### config.mk
export PLATFORM = sky130hd
export DESIGN_NAME = packet_size_outlier_detector_flat
export DESIGN_NICKNAME = d
export VERILOG_FILES = /design/src/sv/psod_pkg.sv /design/src/sv/psod_in_if.sv /design/src/sv/psod_out_if.sv /design/src/sv/psod_ram.sv /design/src/sv/psod_ucode.sv /design/src/sv/psod_datapath.sv /design/src/sv/packet_size_outlier_detector.sv /design/src/flat_wrapper.sv
export SDC_FILE = /design/constraint.sdc
export NUM_CORES = 2
export LEC_CHECK = 0
export BUFFER_PORTS_ARGS = -buffer_cell sky130_fd_sc_hd__buf_2
export CAP_MARGIN = 30
export CORE_MARGIN = 2
export CORE_UTILIZATION = 45
export DETAILED_ROUTE_END_ITERATION = 10
export SLEW_MARGIN = 0
export SYNTH_ARGS = -nofsm -noshare
export SYNTH_HDL_FRONTEND = slang
export SYNTH_SLANG_ARGS = --single-unit
### constraint.sdc
create_clock -name clk -period 10.5 [get_ports clk]
set_input_delay 0.525 -clock clk [delete_from_list [all_inputs] [get_ports clk]]
set_output_delay 0.525 -clock clk [all_outputs]
set_load 0.005 [all_outputs]
### src/sv/psod_pkg.sv
// Shared constants, types and the control-word program of the packet size outlier detector.
package psod_pkg;

  // Window depth, field widths and the widths that follow from them.
  localparam int WINDOW     = 100;
  localparam int IPVER_W    = 4;
  localparam int IPADDR_W   = 32;
  localparam int LEN_W      = 16;
  localparam int K_W        = 4;
  localparam int K2_W       = 2 * K_W;
  localparam int CNT_W      = $clog2(WINDOW + 1);
  localparam int PTR_W      = $clog2(WINDOW);
  localparam int SUM_W      = LEN_W + CNT_W;
  localparam int SQ_W       = 2 * LEN_W + CNT_W;
  localparam int VAR_W      = 2 * SUM_W;
  localparam int P_W        = VAR_W + K2_W;
  localparam int MUL_A_W    = VAR_W;
  localparam int MUL_B_W    = SUM_W;
  localparam int MUL_W      = MUL_A_W + MUL_B_W;

  localparam logic [CNT_W-1:0]   FULL_COUNT = CNT_W'(WINDOW);
  localparam logic [PTR_W-1:0]   LAST_PTR   = PTR_W'(WINDOW - 1);
  localparam logic [IPVER_W-1:0] IPV4       = IPVER_W'(4);

  // Configuration port.
  localparam int CFG_DATA_W = 32;
  localparam int CFG_ADDR_W = 3;
  localparam int REG_IDX_W  = 1;
  localparam logic [REG_IDX_W-1:0] REG_OVERSIZE_LIMIT = REG_IDX_W'(0);
  localparam logic [REG_IDX_W-1:0] REG_SIGMA          = REG_IDX_W'(1);
  localparam logic [LEN_W-1:0]     LIMIT_RESET        = LEN_W'(1500);
  localparam logic [K_W-1:0]       SIGMA_RESET        = K_W'(2);

  // Operand pairs steered into the shared multiplier.
  typedef enum logic [3:0] {
    MUL_NONE,
    MUL_LEN_LEN,
    MUL_OLD_OLD,
    MUL_N_LEN,
    MUL_N_Q,
    MUL_S_S,
    MUL_DEV_DEV,
    MUL_K_K,
    MUL_K2_VAR
  } mul_sel_t;

  // What the step does with the product of the previous step.
  typedef enum logic [2:0] {
    ACC_NONE,
    ACC_ADD_SQ,
    ACC_SUB_SQ,
    ACC_DEV,
    ACC_LOAD_T,
    ACC_SUB_T,
    ACC_LOAD_L,
    ACC_CMP
  } acc_op_t;

  // Sequencing: advance, or finish once the result register is free.
  typedef enum logic [0:0] {
    SEQ_NEXT,
    SEQ_END
  } seq_t;

  typedef struct packed {
    mul_sel_t mul_sel;
    acc_op_t  acc_op;
    logic     ram_rd;
    logic     commit;
    seq_t     seq;
  } ctrl_word_t;

  typedef struct packed {
    logic out_free;
    logic window_full;
  } status_t;

  localparam ctrl_word_t CTRL_NOP = '{
    mul_sel: MUL_NONE, acc_op: ACC_NONE, ram_rd: 1'b0, commit: 1'b0, seq: SEQ_NEXT
  };

  // Program steps.
  localparam int STEP_W = 4;
  localparam logic [STEP_W-1:0] STEP_READ   = STEP_W'(0);
  localparam logic [STEP_W-1:0] STEP_COMMIT = STEP_W'(1);
  localparam logic [STEP_W-1:0] STEP_EVICT  = STEP_W'(2);
  localparam logic [STEP_W-1:0] STEP_DEV    = STEP_W'(3);
  localparam logic [STEP_W-1:0] STEP_NQ     = STEP_W'(4);
  localparam logic [STEP_W-1:0] STEP_VAR    = STEP_W'(5);
  localparam logic [STEP_W-1:0] STEP_LHS    = STEP_W'(6);
  localparam logic [STEP_W-1:0] STEP_RHS    = STEP_W'(7);
  localparam logic [STEP_W-1:0] STEP_DECIDE = STEP_W'(8);

  // Control store. Each step but decide starts a product; each but read uses the one before it.
  function automatic ctrl_word_t ucode_rom(input logic [STEP_W-1:0] step);
    ctrl_word_t w;
    w = CTRL_NOP;
    unique case (step)
      STEP_READ: begin
        w.mul_sel = MUL_LEN_LEN;
        w.ram_rd  = 1'b1;
      end
      STEP_COMMIT: begin
        w.mul_sel = MUL_OLD_OLD;
        w.acc_op  = ACC_ADD_SQ;
        w.commit  = 1'b1;
      end
      STEP_EVICT: begin
        w.mul_sel = MUL_N_LEN;
        w.acc_op  = ACC_SUB_SQ;
      end
      STEP_DEV: begin
        w.mul_sel = MUL_N_Q;
        w.acc_op  = ACC_DEV;
      end
      STEP_NQ: begin
        w.mul_sel = MUL_S_S;
        w.acc_op  = ACC_LOAD_T;
      end
      STEP_VAR: begin
        w.mul_sel = MUL_DEV_DEV;
        w.acc_op  = ACC_SUB_T;
      end
      STEP_LHS: begin
        w.mul_sel = MUL_K_K;
        w.acc_op  = ACC_LOAD_L;
      end
      STEP_RHS: begin
        w.mul_sel = MUL_K2_VAR;
      end
      STEP_DECIDE: begin
        w.acc_op = ACC_CMP;
        w.seq    = SEQ_END;
      end
      default: begin
        w = CTRL_NOP;
      end
    endcase
    return w;
  endfunction

endpackage

### src/sv/psod_in_if.sv
// Packet word channel: valid, ready and the packet header fields.
interface psod_in_if;
  import psod_pkg::*;

  logic                valid;
  logic                ready;
  logic [IPVER_W-1:0]  ip_version;
  logic [IPADDR_W-1:0] src_address;
  logic [IPADDR_W-1:0] dst_address;
  logic [LEN_W-1:0]    packet_length;

  modport source (
    output valid, ip_version, src_address, dst_address, packet_length,
    input  ready
  );

  modport sink (
    input  valid, ip_version, src_address, dst_address, packet_length,
    output ready
  );

endinterface

### src/sv/psod_out_if.sv
// Result word channel: valid, ready and the three packet flags.
interface psod_out_if;

  logic valid;
  logic ready;
  logic same_address;
  logic oversize;
  logic outlier;

  modport source (
    output valid, same_address, oversize, outlier,
    input  ready
  );

  modport sink (
    input  valid, same_address, oversize, outlier,
    output ready
  );

endinterface

### src/sv/psod_ram.sv
// Generic simple dual-port RAM with one write port and one registered read port.
module psod_ram #(
  parameter int WIDTH = 16,
  parameter int DEPTH = 100
) (
  input  logic                     clk,
  input  logic                     we,
  input  logic [$clog2(DEPTH)-1:0] waddr,
  input  logic [WIDTH-1:0]         wdata,
  input  logic                     re,
  input  logic [$clog2(DEPTH)-1:0] raddr,
  output logic [WIDTH-1:0]         rdata
);

  logic [WIDTH-1:0] mem [DEPTH];
  logic [WIDTH-1:0] rdata_r;

  // Write port.
  always_ff @(posedge clk) begin
    if (we) begin
      mem[waddr] <= wdata;
    end
  end

  // Registered read port; the data holds until the next read.
  always_ff @(posedge clk) begin
    if (re) begin
      rdata_r <= mem[raddr];
    end
  end

  assign rdata = rdata_r;

endmodule

### src/sv/psod_ucode.sv
// Sequencer: step counter, control store lookup and end-of-program handling.
module psod_ucode (
  input  logic                  clk,
  input  logic                  rst_n,
  input  logic                  start,
  input  psod_pkg::status_t     status,
  output psod_pkg::ctrl_word_t  ctrl,
  output logic                  busy
);
  import psod_pkg::*;

  logic [STEP_W-1:0] step_r, step_nxt;
  logic              busy_r, busy_nxt;

  // Control word of the current step; idle cycles issue no operation.
  always_comb begin
    ctrl = busy_r ? ucode_rom(step_r) : CTRL_NOP;
  end

  // Step counter: start on a new word, advance, or leave the program once the result is stored.
  always_comb begin
    step_nxt = step_r;
    busy_nxt = busy_r;
    if (!busy_r) begin
      if (start) begin
        busy_nxt = 1'b1;
        step_nxt = STEP_READ;
      end
    end else begin
      unique case (ctrl.seq)
        SEQ_NEXT: begin
          step_nxt = step_r + STEP_W'(1);
        end
        SEQ_END: begin
          if (status.out_free) begin
            busy_nxt = 1'b0;
            step_nxt = STEP_READ;
          end
        end
        default: begin
          step_nxt = step_r;
        end
      endcase
    end
  end

  always_ff @(posedge clk) begin
    if (!rst_n) begin
      step_r <= STEP_READ;
      busy_r <= 1'b0;
    end else begin
      step_r <= step_nxt;
      busy_r <= busy_nxt;
    end
  end

  assign busy = busy_r;

endmodule

### src/sv/psod_datapath.sv
// Datapath: length ring, running sums, shared multiplier and the result register.
module psod_datapath (
  input  logic                           clk,
  input  logic                           rst_n,
  input  logic                           start,
  input  logic [psod_pkg::IPADDR_W-1:0]  src_address,
  input  logic [psod_pkg::IPADDR_W-1:0]  dst_address,
  input  logic [psod_pkg::LEN_W-1:0]     packet_length,
  input  logic [psod_pkg::LEN_W-1:0]     oversize_limit,
  input  logic [psod_pkg::K_W-1:0]       sigma_multiplier,
  input  psod_pkg::ctrl_word_t           ctrl,
  output psod_pkg::status_t              status,
  output logic                           out_valid,
  input  logic                           out_ready,
  output logic                           out_same_address,
  output logic                           out_oversize,
  output logic                           out_outlier
);
  import psod_pkg::*;

  // Window state.
  logic [PTR_W-1:0]   wp_r, wp_nxt;
  logic [CNT_W-1:0]   n_r, n_nxt;
  logic [SUM_W-1:0]   s_r, s_nxt;
  logic [SQ_W-1:0]    q_r, q_nxt;
  logic               evict_r, evict_nxt;

  // Item and scratch registers.
  logic [LEN_W-1:0]   len_r;
  logic               same_r;
  logic               over_r;
  logic [P_W-1:0]     p_r, p_nxt;
  logic [SUM_W-1:0]   dev_r, dev_nxt;
  logic [VAR_W-1:0]   t_r, t_nxt;
  logic [VAR_W-1:0]   lhs_r, lhs_nxt;

  // Result register.
  logic               out_valid_r, out_valid_nxt;
  logic               out_same_r, out_same_nxt;
  logic               out_over_r, out_over_nxt;
  logic               out_outl_r, out_outl_nxt;

  logic [LEN_W-1:0]   old_len;
  logic               full;
  logic               out_free;
  logic               result_load;
  logic [MUL_A_W-1:0] mul_a;
  logic [MUL_B_W-1:0] mul_b;
  logic [MUL_W-1:0]   mul_full;
  logic [P_W-1:0]     s_ext;

  // Ring of the last lengths; the oldest entry is read at the read step, before the commit step replaces it.
  psod_ram #(
    .WIDTH (LEN_W),
    .DEPTH (WINDOW)
  ) u_ring (
    .clk   (clk),
    .we    (ctrl.commit),
    .waddr (wp_r),
    .wdata (len_r),
    .re    (ctrl.ram_rd),
    .raddr (wp_r),
    .rdata (old_len)
  );

  assign full        = (n_r == FULL_COUNT);
  assign out_free    = !out_valid_r || out_ready;
  assign result_load = (ctrl.acc_op == ACC_CMP) && out_free;
  assign status      = '{out_free: out_free, window_full: full};

  // Operand steering for the shared multiplier.
  always_comb begin
    mul_a = '0;
    mul_b = '0;
    unique case (ctrl.mul_sel)
      MUL_NONE: begin
        mul_a = '0;
        mul_b = '0;
      end
      MUL_LEN_LEN: begin
        mul_a = MUL_A_W'(len_r);
        mul_b = MUL_B_W'(len_r);
      end
      MUL_OLD_OLD: begin
        mul_a = MUL_A_W'(old_len);
        mul_b = MUL_B_W'(old_len);
      end
      MUL_N_LEN: begin
        mul_a = MUL_A_W'(len_r);
        mul_b = MUL_B_W'(n_r);
      end
      MUL_N_Q: begin
        mul_a = MUL_A_W'(q_r);
        mul_b = MUL_B_W'(n_r);
      end
      MUL_S_S: begin
        mul_a = MUL_A_W'(s_r);
        mul_b = MUL_B_W'(s_r);
      end
      MUL_DEV_DEV: begin
        mul_a = MUL_A_W'(dev_r);
        mul_b = MUL_B_W'(dev_r);
      end
      MUL_K_K: begin
        mul_a = MUL_A_W'(sigma_multiplier);
        mul_b = MUL_B_W'(sigma_multiplier);
      end
      MUL_K2_VAR: begin
        mul_a = t_r;
        mul_b = MUL_B_W'(p_r[K2_W-1:0]);
      end
      default: begin
        mul_a = '0;
        mul_b = '0;
      end
    endcase
  end

  // Every product used here fits the product register, so the top bits are dropped.
  assign mul_full = MUL_W'(mul_a) * MUL_W'(mul_b);
  assign p_nxt    = (ctrl.mul_sel == MUL_NONE) ? p_r : mul_full[P_W-1:0];
  assign s_ext    = P_W'(s_r);

  // Window update on the commit step: store the length, move the pointer, fix the sum.
  always_comb begin
    wp_nxt    = wp_r;
    n_nxt     = n_r;
    s_nxt     = s_r;
    evict_nxt = evict_r;
    if (ctrl.commit) begin
      wp_nxt    = (wp_r == LAST_PTR) ? '0 : wp_r + PTR_W'(1);
      n_nxt     = full ? n_r : n_r + CNT_W'(1);
      s_nxt     = s_r + SUM_W'(len_r) - (full ? SUM_W'(old_len) : '0);
      evict_nxt = full;
    end
  end

  // Accumulate and scratch operations on the previous product.
  always_comb begin
    q_nxt   = q_r;
    dev_nxt = dev_r;
    t_nxt   = t_r;
    lhs_nxt = lhs_r;
    case (ctrl.acc_op)
      ACC_ADD_SQ: begin
        q_nxt = q_r + SQ_W'(p_r);
      end
      ACC_SUB_SQ: begin
        if (evict_r) begin
          q_nxt = q_r - SQ_W'(p_r);
        end
      end
      ACC_DEV: begin
        dev_nxt = (p_r >= s_ext) ? SUM_W'(p_r - s_ext) : SUM_W'(s_ext - p_r);
      end
      ACC_LOAD_T: begin
        t_nxt = VAR_W'(p_r);
      end
      ACC_SUB_T: begin
        t_nxt = t_r - VAR_W'(p_r);
      end
      ACC_LOAD_L: begin
        lhs_nxt = VAR_W'(p_r);
      end
      default: begin
        q_nxt = q_r;
      end
    endcase
  end

  // Result register: loaded at the decide step, emptied when the sink takes it.
  always_comb begin
    out_valid_nxt = out_valid_r;
    out_same_nxt  = out_same_r;
    out_over_nxt  = out_over_r;
    out_outl_nxt  = out_outl_r;
    if (out_valid_r && out_ready) begin
      out_valid_nxt = 1'b0;
    end
    if (result_load) begin
      out_valid_nxt = 1'b1;
      out_same_nxt  = same_r;
      out_over_nxt  = over_r;
      out_outl_nxt  = P_W'(lhs_r) > p_r;
    end
  end

  // Control state and window sums.
  always_ff @(posedge clk) begin
    if (!rst_n) begin
      wp_r        <= '0;
      n_r         <= '0;
      s_r         <= '0;
      q_r         <= '0;
      evict_r     <= 1'b0;
      out_valid_r <= 1'b0;
    end else begin
      wp_r        <= wp_nxt;
      n_r         <= n_nxt;
      s_r         <= s_nxt;
      q_r         <= q_nxt;
      evict_r     <= evict_nxt;
      out_valid_r <= out_valid_nxt;
    end
  end

  // Payload and scratch registers.
  always_ff @(posedge clk) begin
    if (start) begin
      len_r  <= packet_length;
      same_r <= (src_address == dst_address);
      over_r <= (packet_length > oversize_limit);
    end
    p_r        <= p_nxt;
    dev_r      <= dev_nxt;
    t_r        <= t_nxt;
    lhs_r      <= lhs_nxt;
    out_same_r <= out_same_nxt;
    out_over_r <= out_over_nxt;
    out_outl_r <= out_outl_nxt;
  end

  assign out_valid        = out_valid_r;
  assign out_same_address = out_same_r;
  assign out_oversize     = out_over_r;
  assign out_outlier      = out_outl_r;

endmodule

### src/sv/packet_size_outlier_detector.sv
// Top level of the packet size outlier detector: configuration registers and wiring.
//
//   Channel   Direction  Carries                                               Handshake
//   in_ch     sink       ip_version, src_address, dst_address, packet_length   valid/ready
//   out_ch    source     same_address, oversize, outlier                       valid/ready
//   cfg_*     slave      oversize_limit (addr 0), sigma_multiplier (addr 4)    APB, pready high
//
// An IPv4 word occupies the block from acceptance to the next acceptance: the accept cycle and
// nine program steps; each step but the last starts one product of the shared multiplier.
// A word of any other version is taken while the sequencer is idle and gives no result.
// The last step waits while the result register still holds an untaken word.
// Reset is synchronous and empties the window; the ring needs no clearing pass.
module packet_size_outlier_detector (
  input  logic                              clk,
  input  logic                              rst_n,
  psod_in_if.sink                           in_ch,
  psod_out_if.source                        out_ch,
  input  logic                              cfg_psel,
  input  logic                              cfg_penable,
  input  logic                              cfg_pwrite,
  input  logic [psod_pkg::CFG_ADDR_W-1:0]   cfg_paddr,
  input  logic [psod_pkg::CFG_DATA_W-1:0]   cfg_pwdata,
  output logic [psod_pkg::CFG_DATA_W-1:0]   cfg_prdata,
  output logic                              cfg_pready
);
  import psod_pkg::*;

  logic [LEN_W-1:0]     limit_r, limit_nxt;
  logic [K_W-1:0]       sigma_r, sigma_nxt;
  logic [REG_IDX_W-1:0] reg_idx;
  logic                 cfg_write;
  logic                 busy;
  logic                 start;
  ctrl_word_t           ctrl;
  status_t              status;

  // Register file access.
  assign cfg_pready = 1'b1;
  assign reg_idx    = cfg_paddr[CFG_ADDR_W-1:2];
  assign cfg_write  = cfg_psel && cfg_penable && cfg_pwrite && cfg_pready;

  always_comb begin
    limit_nxt = limit_r;
    sigma_nxt = sigma_r;
    if (cfg_write) begin
      unique case (reg_idx)
        REG_OVERSIZE_LIMIT: limit_nxt = cfg_pwdata[LEN_W-1:0];
        REG_SIGMA:          sigma_nxt = cfg_pwdata[K_W-1:0];
        default:            limit_nxt = limit_r;
      endcase
    end
  end

  always_comb begin
    unique case (reg_idx)
      REG_OVERSIZE_LIMIT: cfg_prdata = CFG_DATA_W'(limit_r);
      REG_SIGMA:          cfg_prdata = CFG_DATA_W'(sigma_r);
      default:            cfg_prdata = '0;
    endcase
  end

  always_ff @(posedge clk) begin
    if (!rst_n) begin
      limit_r <= LIMIT_RESET;
      sigma_r <= SIGMA_RESET;
    end else begin
      limit_r <= limit_nxt;
      sigma_r <= sigma_nxt;
    end
  end

  // Words are taken whenever the sequencer is idle; only IPv4 words start the program.
  assign in_ch.ready = !busy;
  assign start       = in_ch.valid && in_ch.ready && (in_ch.ip_version == IPV4);

  psod_ucode u_ucode (
    .clk    (clk),
    .rst_n  (rst_n),
    .start  (start),
    .status (status),
    .ctrl   (ctrl),
    .busy   (busy)
  );

  psod_datapath u_datapath (
    .clk              (clk),
    .rst_n            (rst_n),
    .start            (start),
    .src_address      (in_ch.src_address),
    .dst_address      (in_ch.dst_address),
    .packet_length    (in_ch.packet_length),
    .oversize_limit   (limit_r),
    .sigma_multiplier (sigma_r),
    .ctrl             (ctrl),
    .status           (status),
    .out_valid        (out_ch.valid),
    .out_ready        (out_ch.ready),
    .out_same_address (out_ch.same_address),
    .out_oversize     (out_ch.oversize),
    .out_outlier      (out_ch.outlier)
  );

endmodule

### src/flat_wrapper.sv
// flat-port wrapper written by rule: the top's interface ports become plain ports
module packet_size_outlier_detector_flat import psod_pkg::*;
  (clk, rst_n, cfg_psel, cfg_penable, cfg_pwrite, cfg_paddr, cfg_pwdata, cfg_prdata, cfg_pready, in_ch_valid, in_ch_ip_version, in_ch_src_address, in_ch_dst_address, in_ch_packet_length, in_ch_ready, out_ch_valid, out_ch_same_address, out_ch_oversize, out_ch_outlier, out_ch_ready);
  psod_in_if in_ch_i ();
  psod_out_if out_ch_i ();
  input  logic clk;
  input  logic rst_n;
  input  logic cfg_psel;
  input  logic cfg_penable;
  input  logic cfg_pwrite;
  input  logic [psod_pkg::CFG_ADDR_W-1:0] cfg_paddr;
  input  logic [psod_pkg::CFG_DATA_W-1:0] cfg_pwdata;
  output logic [psod_pkg::CFG_DATA_W-1:0] cfg_prdata;
  output logic cfg_pready;
  input wire logic [$bits(in_ch_i.valid)-1:0] in_ch_valid;
  input wire logic [$bits(in_ch_i.ip_version)-1:0] in_ch_ip_version;
  input wire logic [$bits(in_ch_i.src_address)-1:0] in_ch_src_address;
  input wire logic [$bits(in_ch_i.dst_address)-1:0] in_ch_dst_address;
  input wire logic [$bits(in_ch_i.packet_length)-1:0] in_ch_packet_length;
  output wire logic [$bits(in_ch_i.ready)-1:0] in_ch_ready;
  output wire logic [$bits(out_ch_i.valid)-1:0] out_ch_valid;
  output wire logic [$bits(out_ch_i.same_address)-1:0] out_ch_same_address;
  output wire logic [$bits(out_ch_i.oversize)-1:0] out_ch_oversize;
  output wire logic [$bits(out_ch_i.outlier)-1:0] out_ch_outlier;
  input wire logic [$bits(out_ch_i.ready)-1:0] out_ch_ready;
  assign in_ch_i.valid = in_ch_valid;
  assign in_ch_i.ip_version = in_ch_ip_version;
  assign in_ch_i.src_address = in_ch_src_address;
  assign in_ch_i.dst_address = in_ch_dst_address;
  assign in_ch_i.packet_length = in_ch_packet_length;
  assign in_ch_ready = in_ch_i.ready;
  assign out_ch_valid = out_ch_i.valid;
  assign out_ch_same_address = out_ch_i.same_address;
  assign out_ch_oversize = out_ch_i.oversize;
  assign out_ch_outlier = out_ch_i.outlier;
  assign out_ch_i.ready = out_ch_ready;
  packet_size_outlier_detector u_core (.clk(clk), .rst_n(rst_n), .in_ch(in_ch_i), .out_ch(out_ch_i), .cfg_psel(cfg_psel), .cfg_penable(cfg_penable), .cfg_pwrite(cfg_pwrite), .cfg_paddr(cfg_paddr), .cfg_pwdata(cfg_pwdata), .cfg_prdata(cfg_prdata), .cfg_pready(cfg_pready));
endmodule
Word-level counts from Yosys, hierarchy flattened
Memory sizes are Yosys's and may differ from the RTL's. A register that Yosys moved wholly into a read port is not among the register bits.
Index checks and enable logic that the tools add are counted.
Cells by class
  reductions and logical operators: 22
  $mul: 1
  muxes and demuxes: 27
  add/subtract/negate cells: 10
  equality and inequality tests: 29
  bitwise gates (word level): 3
  magnitude comparators: 3
Operators with widths (number)
  $pmux W46 S7: 1
  $pmux W23 S7: 1
  $pmux W46 S2: 1
  $pmux W39 S2: 1
  $pmux W32 S2: 1
  $ge A54 B23 Y1: 1
  $gt A46 B54 Y1: 1
  $mul A46 B23 Y54: 1
  $sub A23 B23 Y23: 2
  $sub A46 B46 Y46: 1
  $add A39 B39 Y39: 1
  $mux W39: 1
  $sub A39 B39 Y39: 1
  $eq A4 B3 Y1 const B: 9
  $eq A32 B32 Y1: 1
  $pmux W4 S8: 1
  $add A23 B16 Y23: 1
  $mux W23: 1
  $sub A23 B16 Y23: 1
  $pmux W3 S7: 1
  $eq A4 B2 Y1 const B: 4
  $gt A16 B16 Y1: 1
  $mux W16: 1
  $add A7 B1 Y7 const B: 2
  other kinds (22): 58
Storage, ports and cells
  input bits: 126
  bits in writable memories: 1600
  output and inout port bits: 38
  memories kept: 1
  word-level logic and storage cells: 116
  register bits after elaboration: 293
Memories
  u_core.u_datapath.u_ring.mem: depth 100, width 16, rd ports 1, clocked after memory_dff 1, wr ports 1, line psod_ram.sv:15  | logic [WIDTH-1:0] mem [DEPTH];

Logic depth before layout (Yosys ltp)
  word-level depth: 7
  mapped depth: 39
  depth with buffers taken out: 35

Cells and area by module
A second synthesis with hierarchy kept.
Second synthesis, totals
  cells, all modules: 8066
  area, all modules: 110907.6 um2
Modules (own cells, without submodules)
  psod_ram: cells an instance 2669, instances 1, area each 61993.2 um2, seq. area each 48526.5 um2
  psod_datapath: cells an instance 5216, instances 1, area each 47334.1 um2, seq. area each 7267.0 um2
  packet_size_outlier_detector: cells an instance 128, instances 1, area each 1153.6 um2, seq. area each 400.4 um2
  psod_ucode: cells an instance 53, instances 1, area each 426.7 um2, seq. area each 100.1 um2

Least setup slack after synthesis
Ideal clock, no wire load.
  path kind: register to register
  start point: register u_core.u_ucode.step_r[0]
  end point: register u_core.u_datapath.p_r[52], data pin
  setup time: 0.263 ns
  path buffers: 3
  required time: 10.237 ns
  period minus slack after synthesis: 9.258 ns
  path slack: 1.242 ns
  stages on the path, launching flop included: 35
  arrival: 8.995 ns
  cells stage by stage: dfxtp_1 > inv_1 > ha_1 > clkbuf_1 > nor2_1 > nor4_1 > nor3b_1 > buf_2 > a222oi_1 > nand3_1 > clkbuf_1 > nand2_1 > fa_1 > fa_1 > inv_1 > fa_1 > inv_1 > fa_1 > inv_1 > fa_1 > fa_1 > inv_1 > fa_1 > inv_1 > ha_1 > a21o_1 > a21o_1 > a2111oi_0 > a21oi_1 > a41oi_1 > nor2_1 > o211ai_1 > nor4_1 > o32ai_1 > xnor2_1
On the way
  cells in the longest elaborated chain, start to end: 7
  elaborated cells between the ends (all ways): 23
  classes of those cells: mul: 1; eq/ne: 15; mux: 4; reduce/logical: 3
Ends and longest elaborated chain
  from (decl): line psod_ucode.sv:12  | logic [STEP_W-1:0] step_r, step_nxt;
  from (signal assigned): line psod_ucode.sv:52  | step_r <= step_nxt;
  $eq A4 B3 Y1, or another cell as far along: line psod_pkg.sv:98  | unique case (step)
  $pmux W4 S8 (*): line psod_pkg.sv:98
  $mux W10 (*): line psod_ucode.sv:17  | ctrl = busy_r ? ucode_rom(step_r) : CTRL_NOP;
  $eq A4 B2 Y1, or another cell as far along: line psod_datapath.sv:75  | unique case (ctrl.mul_sel)
  $reduce_or A2 Y1 (no source line)
  $pmux W46 S7 or $pmux W23 S7 (tied branches): line psod_datapath.sv:75
  $mul A46 B23 Y54 (*): line psod_datapath.sv:120  | assign mul_full = MUL_W'(mul_a) * MUL_W'(mul_b);
  via u_core.u_datapath.mul_full[52]: line psod_datapath.sv:49  | logic [MUL_W-1:0] mul_full;
  to (signal assigned): line psod_datapath.sv:214  | p_r <= p_nxt;
  to (decl): line psod_datapath.sv:32  | logic [P_W-1:0] p_r, p_nxt;
Mark *: on every way through the listed nets, which the timed path passes. The rest lies on a longest branch.
A chain may end at the register's enable or synchronous reset.

Worst setup path in the final report
  start point: register u_core.u_ucode.busy_r (netlist: u_core.u_ucode.busy)
  end point: register u_core.u_datapath.p_r[52], data pin
On the way
  cells in the longest elaborated chain, start to end: 5
  elaborated cells between the ends (all ways): 14
  classes of those cells: mul: 1; eq/ne: 8; mux: 3; reduce/logical: 2
Ends and longest elaborated chain
  from (decl): line psod_ucode.sv:13  | logic busy_r, busy_nxt;
  from (signal assigned): line psod_ucode.sv:53  | busy_r <= busy_nxt;
  $mux W10 (*): line psod_ucode.sv:17
  $eq A4 B2 Y1, or another cell as far along: line psod_datapath.sv:75
  $reduce_or A2 Y1 (no source line)
  $pmux W46 S7 or $pmux W23 S7 (tied branches): line psod_datapath.sv:75
  $mul A46 B23 Y54 (*): line psod_datapath.sv:120
  via u_core.u_datapath.mul_full[52]: line psod_datapath.sv:49
Marks and branches as above.

==> summary.txt <==
Synth
  – Avg Cell Area, Syn: 12.6 um2
  – Number of synthesized flops with an enable pin: approximately 1,800
  – Portion of netlist area occupied by mux cells: 0.00810
  – Share of synthesized flip-flops with an asynchronous set or reset: 0
  – Main flop type after synthesis: edfxtp_1
  – Biggest area contributors in the synthesized netlist: edfxtp_1, fa_1, ha_1, inv_1, a22oi_1
  – Number of synthesized register bits: 1,909
  – Post-Synth Simple-Gate Area: 0.0743
  – Instance count of the mapped netlist: 8,526
  – Adder-cell area share of the yosys netlist: 0.197
  – Post-synthesis cell type count: 84
  – Main combinational cell family by area after synthesis: adder cells
  – Synthesis Warnings: 0
  – Leading post-synthesis cells by instance count: edfxtp_1, inv_1, fa_1, nand2_1, a22oi_1
  – Post-synthesis compound-gate area fraction: 0.121
  – Dominant cell by count in the synthesized netlist: edfxtp_1
  – Biggest area consumer among synthesized cells: edfxtp_1
  – Seq/Total Area, Yosys: 0.525
  – Synth top area share: 0.505
  – Xor-xnor portion of the synthesized cell area: 0.0205
  – Synthesized cell area: approximately 0.11 mm2

Worst setup path
  – Most Frequent Cell on Critical Path: fa_1
  – Crit-path slowest cell: fa_1
  – Worst path required time: ~11 ns
  – CP peak stage delay: 0.62 ns
  – Crit end category: flip-flop
  – Critical Path Source Type: flip-flop
  – Arrival time of data at the critical path endpoint: 10.68 ns
  – Worst-path fanout max: 23
  – Gate family responsible for the most delay along the worst path: adder cells
  – Capture instance of the worst register-to-register path: u_core.u_datapath.p_r[52]
  – Launch point of the worst reg-to-reg path: u_core.u_ucode.busy
  – Critical path type: reg2reg
  – Sum of buffers and inverters on the critical path: 8
  – Reg2Reg Setup Slack: 0.33 ns
  – Depth of the worst register-to-register path: 32

Clock tree
  – Later-pin clock latency in the skew report: 0.85 ns
  – Clock tree from TritonCTS: done
  – Max clock buf depth: 3
  – H-tree levels: 4
  – Clock buffers created by TritonCTS: 191
  – Num Clock Sinks: 1,909
  – CTS Root Cell: clkbuf_16
  – Clock edge transition at the registers on the reported setup and hold paths: 0.06 ns

Final layout
  – Post-Layout Inst Area: about 0.12 mm2
  – Non-filler cells, final: 12,315
  – Total Nets Final: 10,309
  – Utilization after layout: 0.506
  – Fraction of final layout cells with drive strength greater than 1: 0.0848
  – Final-layout fill cell count: 20,443
  – Area added between synthesis and finish: 12.1%

Worst hold path
  – Number of instances on the worst hold path: 3
  – Beginning of the worst hold path: out_ch_ready
  – Worst hold path class: in2reg
  – Terminating pin of the worst hold path: u_core.u_datapath.out_valid

Floorplanning
  – Site Rows: 179
  – Effective utilization at floorplan: 0.452
  – Core area: 0.238 mm2
  – Die height: 492 um
  – Boundary pin count: 164
  – Die area: 0.242 mm2
  – Horizontal die dimension: a little under 500 um

Routing
  – Pre-Repair DR Iteration Count: 6
  – Total routed wirelength: 311,000 um
  – Via count: approximately 70,000
  – Number of nets still failing antenna checks after routing: 0
  – Post-route DRC violation count: 0
  – Average detailed-routed wire length per instance: 25.2 um
  – Drt initial violations: 7,277
  – Detailed-route vias per instance: 5.78

Run status
  – Run status: complete, no violations

Placed design
  – Placer's final routability congestion estimate: 0.947
  – Placed cell count: 11,933
  – Port Buf Inserts: between 100 and 150
  – HPWL after DPL: 212,000 um
  – Post-detailed-placement cell area: 0.114 mm2

Timing
  – RSZ-0062 raised after global routing: true
  – Slew margin rel.: 0.273
  – Slew @ Worst Pin: 1.06 ns
  – Slew Limit Fails: 0
  – Final clock period utilization by the worst path: 0.969
  – Final setup fails: 0
  – Post-route minimum period: 10.17 ns
  – Upper clock frequency limit: approximately 0.098 GHz
  – Worst hold-check slack: 0.178 ns
  – Final Hold Fails: 0
  – Final setup skew: slightly above 0.07 ns

Power and ir drop
  – Leakage power total: roughly 45 nW
  – PwrDens: 171 mW/mm2
  – Maximum VDD drop: 604 uV
  – Final total power: 20.6 mW

Global route
  – Maximum number of pins on one net before global-route repair: about 120
  – Aggregate global routing overflow: 0
  – Wire length of the first global-routing pass: 466,000 um
  – Total track usage: 0.256
  – Via count of the first global-routing pass: about 73,000
  – Antenna violations before repair: 5

Flow run
  – Number of max-capacitance violations reported: 0
-- final cells by class --
| cell class | instances | area, um2 | area share |
|---|---|---|---|
| tap | 3167 | 3960 | 0.0329 |
| timing repair buffer | 474 | 3710 | 0.0309 |
| multi-input combinational | 5342 | 46300 | 0.385 |
| antenna | 2 | 5.00 | 0.0000416 |
| clock inverter | 103 | 1010 | 0.00842 |
| sequential | 1909 | 56300 | 0.468 |
| inverter | 1078 | 4050 | 0.0336 |
| clock buffer | 240 | 4980 | 0.0414 |
-- worst max-delay path by stage --
stage | from | endpoint | cells past startpoint
after floorplan | u_core.u_ucode.step_r[0] | u_core.u_datapath.p_r[52] | 34
after global placement | u_core.u_ucode.step_r[2] | u_core.u_datapath.p_r[53] | 34
after detailed placement | u_core.u_ucode.step_r[0] | u_core.u_datapath.p_r[53] | 33
after CTS | u_core.u_ucode.step_r[0] | u_core.u_datapath.p_r[53] | 33
after global routing | u_core.u_ucode.step_r[0] | u_core.u_datapath.p_r[52] | 32
final | u_core.u_ucode.busy | u_core.u_datapath.p_r[52] | 32
-- logic make-up (layout without fill, tap and decap cells) --
family,count (synthesis),count (layout)
multiplexers,66,66
adder cells (fa/ha/maj),1187,1187
AO/OA/AOI/OAI,1825,1825
buffers and inverters,1515,1895
AND/OR/NAND/NOR,1771,1771
flip-flops,1909,1909
XOR/XNOR,251,251
other,2,244
-- where the power goes --
part,leakage (nW),internal [mW],switching [mW],total [mW]
combinational,25.2,2.35,3.03,5.39
clock,2.90,3.67,2.96,6.63
sequential,17.1,8.52,0.0254,8.55
total,45.2,14.5,6.02,20.6
-- worst reg2reg max path, delay by kind of cell, from the launching register on --
| kind | cells | cell delay, ns |
|---|---|---|
| DFF | 1 | 0.50 |
| buffers and inverters | 8 | 1.36 |
| AOI/OAI and AO/OA | 9 | 2.52 |
| and+or+nand+nor | 6 | 1.35 |
| adders and majority gates | 8 | 4.01 |
| xor gates and xnor gates | 1 | 0.13 |
-- registers in the layout, summed over array words and instances, names as in the netlist, 4 cells and up --
| signal | cells |
|---|---|
| u_core.u_datapath.t_r | 46 |
| u_core.u_datapath.q_r | 39 |
| u_core.u_datapath.wp_r | 7 |
| u_core.u_datapath.p_r | 54 |
| u_core.u_ucode.step_r | 4 |
| u_core.u_datapath.n_r | 7 |
| u_core.sigma_r | 4 |
| u_core.limit_r | 16 |
| u_core.u_datapath.dev_r | 23 |
| u_core.u_datapath.len_r | 16 |
| u_core.u_datapath.lhs_r | 46 |
| u_core.u_datapath.u_ring.rdata | 16 |
| u_core.u_datapath.s_r | 23 |
| u_core.u_datapath.u_ring.mem | 1600 |
-- metal layers --
metal	track usage	up-vias	routed length, um
li1	-	31271	-
met4	0.0914	2	11600
met1	0.345	36523	127000
met5	0	-	12
met3	0.0347	522	21300
met2	0.426	2812	150000
-- cells in the final DEF, fill, tap and decap left out, types with 100 or more instances in the layout --
master and instances:
ha_1 348, edfxtp_1 1806, nor2_1 433, inv_1 1077, xnor2_1 156, dfxtp_1 100
o21ai_0 218, buf_2 129, a22o_1 160, a22oi_1 490, buf_4 283, conb_1 242
a221oi_1 156, nand4_1 125, a21oi_1 231, fa_1 839, nand2_1 738, nand3_1 143
a31oi_1 136, clkbuf_16 191
-- per-stage QoR --
stage | TNS [ns] | worst slack [ns]
after CTS | 0 | 0.282
after detailed placement | 0 | 0.385
after global placement | 0 | 0.366
after global routing | -0.0581 | -0.0581
final | 0 | 0.330
after floorplan | 0 | 1.24
-- what timing repair did --
action / CTS / global route
hold buffers: 32 / 0
hold endpoints to repair: 36 / 0
gates resized for setup: 0 / 5
setup buffers: 0 / 0
endpoints found under the setup margin: 0 / 8
No activity file was read; power rests on OpenSTA's default activity.
